--- src/rtl/gpcc_pkg.sv ---
// Shared constants and types of the gated preamble cross-correlator.
package gpcc_pkg;

  localparam int WINDOW_LEN_DEF  = 64;
  localparam int SAMPLE_BITS_DEF = 16;

  localparam int FIELD_W = 16;
  localparam int IDX_W   = 6;
  localparam int THR_W   = 16;
  localparam int WIN_W   = 12;
  localparam int CNT_W   = 13;
  localparam int CFG_W   = 16;
  localparam int CFG_IDX_W = 1;

  localparam logic [CNT_W-1:0]     COUNT_MAX = {CNT_W{1'b1}};
  localparam logic [THR_W-1:0]     THR_RST   = 16'd32113;
  localparam logic [WIN_W-1:0]     WIN_RST   = 12'd16;

  localparam logic [CFG_IDX_W-1:0] CFG_THR = 1'b0;
  localparam logic [CFG_IDX_W-1:0] CFG_WIN = 1'b1;

  localparam logic MODE_LOAD   = 1'b0;
  localparam logic MODE_SAMPLE = 1'b1;

  typedef enum logic [2:0] {
    ST_IDLE,
    ST_ROT,
    ST_DRAIN,
    ST_START,
    ST_CMP
  } state_t;

  typedef enum logic [2:0] {
    PH_IDLE,
    PH_AA,
    PH_BB,
    PH_EE,
    PH_TT
  } cmp_phase_t;

  typedef struct packed {
    logic clr;
    logic en;
  } corr_ctl_t;

  typedef struct packed {
    logic done;
    logic peak;
  } cmp_res_t;

endpackage

--- src/rtl/gpcc_cell.sv ---
// One cell of the chain: a received sample and a preamble coefficient.
module gpcc_cell #(
  parameter int SAMPLE_BITS = gpcc_pkg::SAMPLE_BITS_DEF
) (
  input  logic                          clk,
  input  logic                          rst_n,
  input  logic                          shift_en,
  input  logic                          rot_en,
  input  logic                          wr_en,
  input  logic signed [SAMPLE_BITS-1:0] wr_re,
  input  logic signed [SAMPLE_BITS-1:0] wr_im,
  input  logic signed [SAMPLE_BITS-1:0] nb_s_re,
  input  logic signed [SAMPLE_BITS-1:0] nb_s_im,
  input  logic signed [SAMPLE_BITS-1:0] nb_k_re,
  input  logic signed [SAMPLE_BITS-1:0] nb_k_im,
  output logic signed [SAMPLE_BITS-1:0] s_re,
  output logic signed [SAMPLE_BITS-1:0] s_im,
  output logic signed [SAMPLE_BITS-1:0] k_re,
  output logic signed [SAMPLE_BITS-1:0] k_im
);

  logic signed [SAMPLE_BITS-1:0] s_re_r, s_im_r, k_re_r, k_im_r;

  always_ff @(posedge clk) begin
    if (!rst_n) begin
      s_re_r <= '0;
      s_im_r <= '0;
      k_re_r <= '0;
      k_im_r <= '0;
    end else begin
      if (shift_en || rot_en) begin
        s_re_r <= nb_s_re;
        s_im_r <= nb_s_im;
      end
      // coefficients travel only while the chain rotates
      if (rot_en) begin
        k_re_r <= nb_k_re;
        k_im_r <= nb_k_im;
      end else if (wr_en) begin
        k_re_r <= wr_re;
        k_im_r <= wr_im;
      end
    end
  end

  assign s_re = s_re_r;
  assign s_im = s_im_r;
  assign k_re = k_re_r;
  assign k_im = k_im_r;

endmodule

--- config.mk ---
export PLATFORM = sky130hd
export DESIGN_NAME = gpcc_cell
export DESIGN_NICKNAME = d
export VERILOG_FILES = /design/src/rtl/gpcc_pkg.sv /design/src/rtl/gpcc_cell.sv
export SDC_FILE = /design/constraint.sdc
export NUM_CORES = 1
export LEC_CHECK = 0
export BUFFER_PORTS_ARGS = -buffer_cell sky130_fd_sc_hd__buf_2
export CORE_UTILIZATION = 49
export CTS_CLUSTER_DIAMETER = 100
export CTS_CLUSTER_SIZE = 16
export DETAILED_ROUTE_END_ITERATION = 10
export GPL_ROUTABILITY_DRIVEN = 0
export GPL_TIMING_DRIVEN = 0
export HOLD_SLACK_MARGIN = 0.12
export PLACE_DENSITY = 0.9
export SKIP_CTS_REPAIR_TIMING = 1
export SYNTH_ARGS = -nofsm -noshare
export SYNTH_HDL_FRONTEND = slang
export SYNTH_SLANG_ARGS = --single-unit
export TNS_END_PERCENT = 5
--- constraint.sdc ---
create_clock -name clk -period 2.2 [get_ports clk]
set_input_delay 0.22 -clock clk [delete_from_list [all_inputs] [get_ports clk]]
set_output_delay 0.22 -clock clk [all_outputs]
set_load 0.1 [all_outputs]
==> impl_results.md <==
- Synth unique cells: 15
- First-pass GRT wire length: around 12000 um
- Final hold violations: 0
- Sequential power share: 38.3%
- Switching portion of total power: 37.35%
- Final #Nets: 560
- Vias in the first global route: between 2000 and 3000
- TritonRoute pass-1 iters: 4
- Share of cells above drive strength 1: a little under half
- Crit-path max FO: 2
- Via-to-Cell Ratio: 5.307
- Worst ir drop on vdd: around 0.60 mV
- Gate Count Post-Synth: 288
- Core area: 6314 sq um
- Clock Sinks: 64
- Worst Path Required: 1.98 ns
- Antenna Nets Post-Route: 0
- Clk_skew: 0 ns
- Leak: 2.278 nW
- YS warnings: 0
- Die X: between 80 and 90 um
- DRC: 0
- Top delay family on crit path: buffers and inverters
- Initial antenna violation count: 0
- Starting Density: 50.59%
- Count of final setup violators: 0
- Max Fclk: ~0.76 GHz
- Outcome: completed
- Net switching power: 0.001246 W
- Overflow after GRT: 0
- Relative slew margins: 63.86%
- Critical Path AT: 1.10 ns
- Clock Tree Root: clkbuf_8
- Total number of vias: 2866
- Clock network power share: 29.3%
- Cell Chain, Critical Path: buf_2
- GRT Util Overall: between 20 and 25%
- Crit end category: output port
- CTS Buf Count: 9
- Crit path buffers/inverters: 1
- Routed wire per std cell: 15.02 um
- CTS H-Tree Depth: 3
- Setup Crit Path Kind: reg2out
- FF+latch count, synth: 64
- Insertion delay to the later sink of the worst-skew pair: 0.32 ns
- # rows: 29
- Number of port buffers: 160
- Pwr Total: 0.003336 W
- Slew @ Worst Pin: 0.5421 ns
- Startpoint Class: flip-flop
- Number of diodes: 0
- Max cap viols: 0
- Commonest non-fill, non-tap cell in the layout: buf_2
- Post-synthesis sequential area ratio: 40.11%
- Die footprint: 6846 sq um
- Synth-to-layout area growth: 33.96%
- Post-Syn Area: about 3200 sq um
- Crit share post-route: 60.04%
- Critical-path top delay cell: buf_2
- Final Max Tran Viols: 0
- Syn Nets: between 300 and 400
- Initial drt markers: 97
- RSZ-0062 raised after global routing: no
- Post-DP HPWL: 5877 um
- WL final: about 8100 um
- Setup_tns: 0 ns
- Largest net degree at the start of global routing: 11
- Total internal power: 0.002090 W
- Tmin final: 1.321 ns
- CTS tree: done
- I/O pin count: 165
- Clock buffer depth: 2
- Commonest non-fill, non-tap cells in the layout: buf_2 (168), dfxtp_1 (64), or3b_1 (32), a21boi_1 (32), o211a_1 (32)
- Die Ht: 82.74 um
- Synth Area per Inst: about 11 sq um
- Gate power share: 32.5%
- Worst-path clk slew: around 0.07 ns
- Largest stage delay on the critical path: 0.43 ns
- Hold Crit Class: in2reg
- Power Dens Cells: 779.6 nW/um^2
cell usage after synthesis:
master	number	area [sq um]
a21boi_1	32	240.2
mux2_4	30	450.4
clkbuf_1	13	48.80
o211a_1	32	320.3
mux2_1	2	22.52
or2b_1	6	45.04
buf_6	7	78.83
or3b_1	32	280.3
o21ai_1	22	110.1
dfxtp_1	64	1281
buf_1	1	3.750
buf_2	8	40.04
nand2b_1	26	162.7
o21ai_0	10	50.05
buf_12	3	60.06
kinds of logic after synthesis:
logic type / count (synthesis) / share of synthesized area (%)
flip-flops: 64 / 40.11
buffers and inverters: 32 / 7.247
multiplexers: 32 / 14.81
AO/OA/AOI/OAI: 96 / 22.56
AND/OR/NAND/NOR: 64 / 15.28
area by class of cell:
class | count | area, sq um
Timing Repair Buffer | 160 | 800.8
Fill cell | 534 | 2034
Clock inverter | 3 | 42.54
Sequential cell | 64 | 1281
Tap cell | 77 | 96.34
Buffer | 32 | 231.5
Clock buffer | 12 | 145.1
Multi-Input combinational cell | 192 | 1682
stage by stage:
step / cells / util [%] / hold WS [ns] / worst slack (ns) / instance area (sq um)
2_1_floorplan: 288 / - / 0.3798 / 0.6977 / 3194
3_3_place_gp: 525 / 64.80 / 0.4840 / 0.9155 / 4091
3_5_place_dp: 525 / 64.80 / 0.4897 / 0.9153 / 4091
4_1_cts: 540 / 67.78 / 0.1387 / 0.8577 / 4279
5_1_grt: 540 / 67.78 / 0.1488 / 0.8281 / 4279
6_report: 540 / 67.78 / 0.1523 / 0.8792 / 4279
state kept, by name (all words and copies together), names as in the netlist:
register  cells
s_re         16
k_im         16
s_im         16
k_re         16
path summary, 6_finish.rpt:
path	from	end	slack, ns	depth (start not counted)
hold / removal	nb_s_re[1]	s_re[1]	0.15	3
setup / recovery	k_im[10]	k_im[10]	0.88	1
hold reg to reg	s_im[0]	s_im[0]	0.55	2
setup reg to reg	k_im[1]	k_im[1]	1.30	2
routing by layer:
layer	share of wire, %	GRT usage (%)
met1	43	29.69
met2	50	37.54
met3	5.5	4.615
met4	1.5	8.621
met5	0	0
power by group through the flow:
stage	clock network, W	logic [W]	registers [W]
finish	0.000976	0.00108	0.00128
global route	0.00105	0.00113	0.00129
CTS	0.000992	0.00109	0.00128
detailed placement	0	0.00108	0.00130
global placement	0	0.00107	0.00130
floorplan	0	0.000290	0.00188
Note: power is estimated with default switching activity, not from simulation.
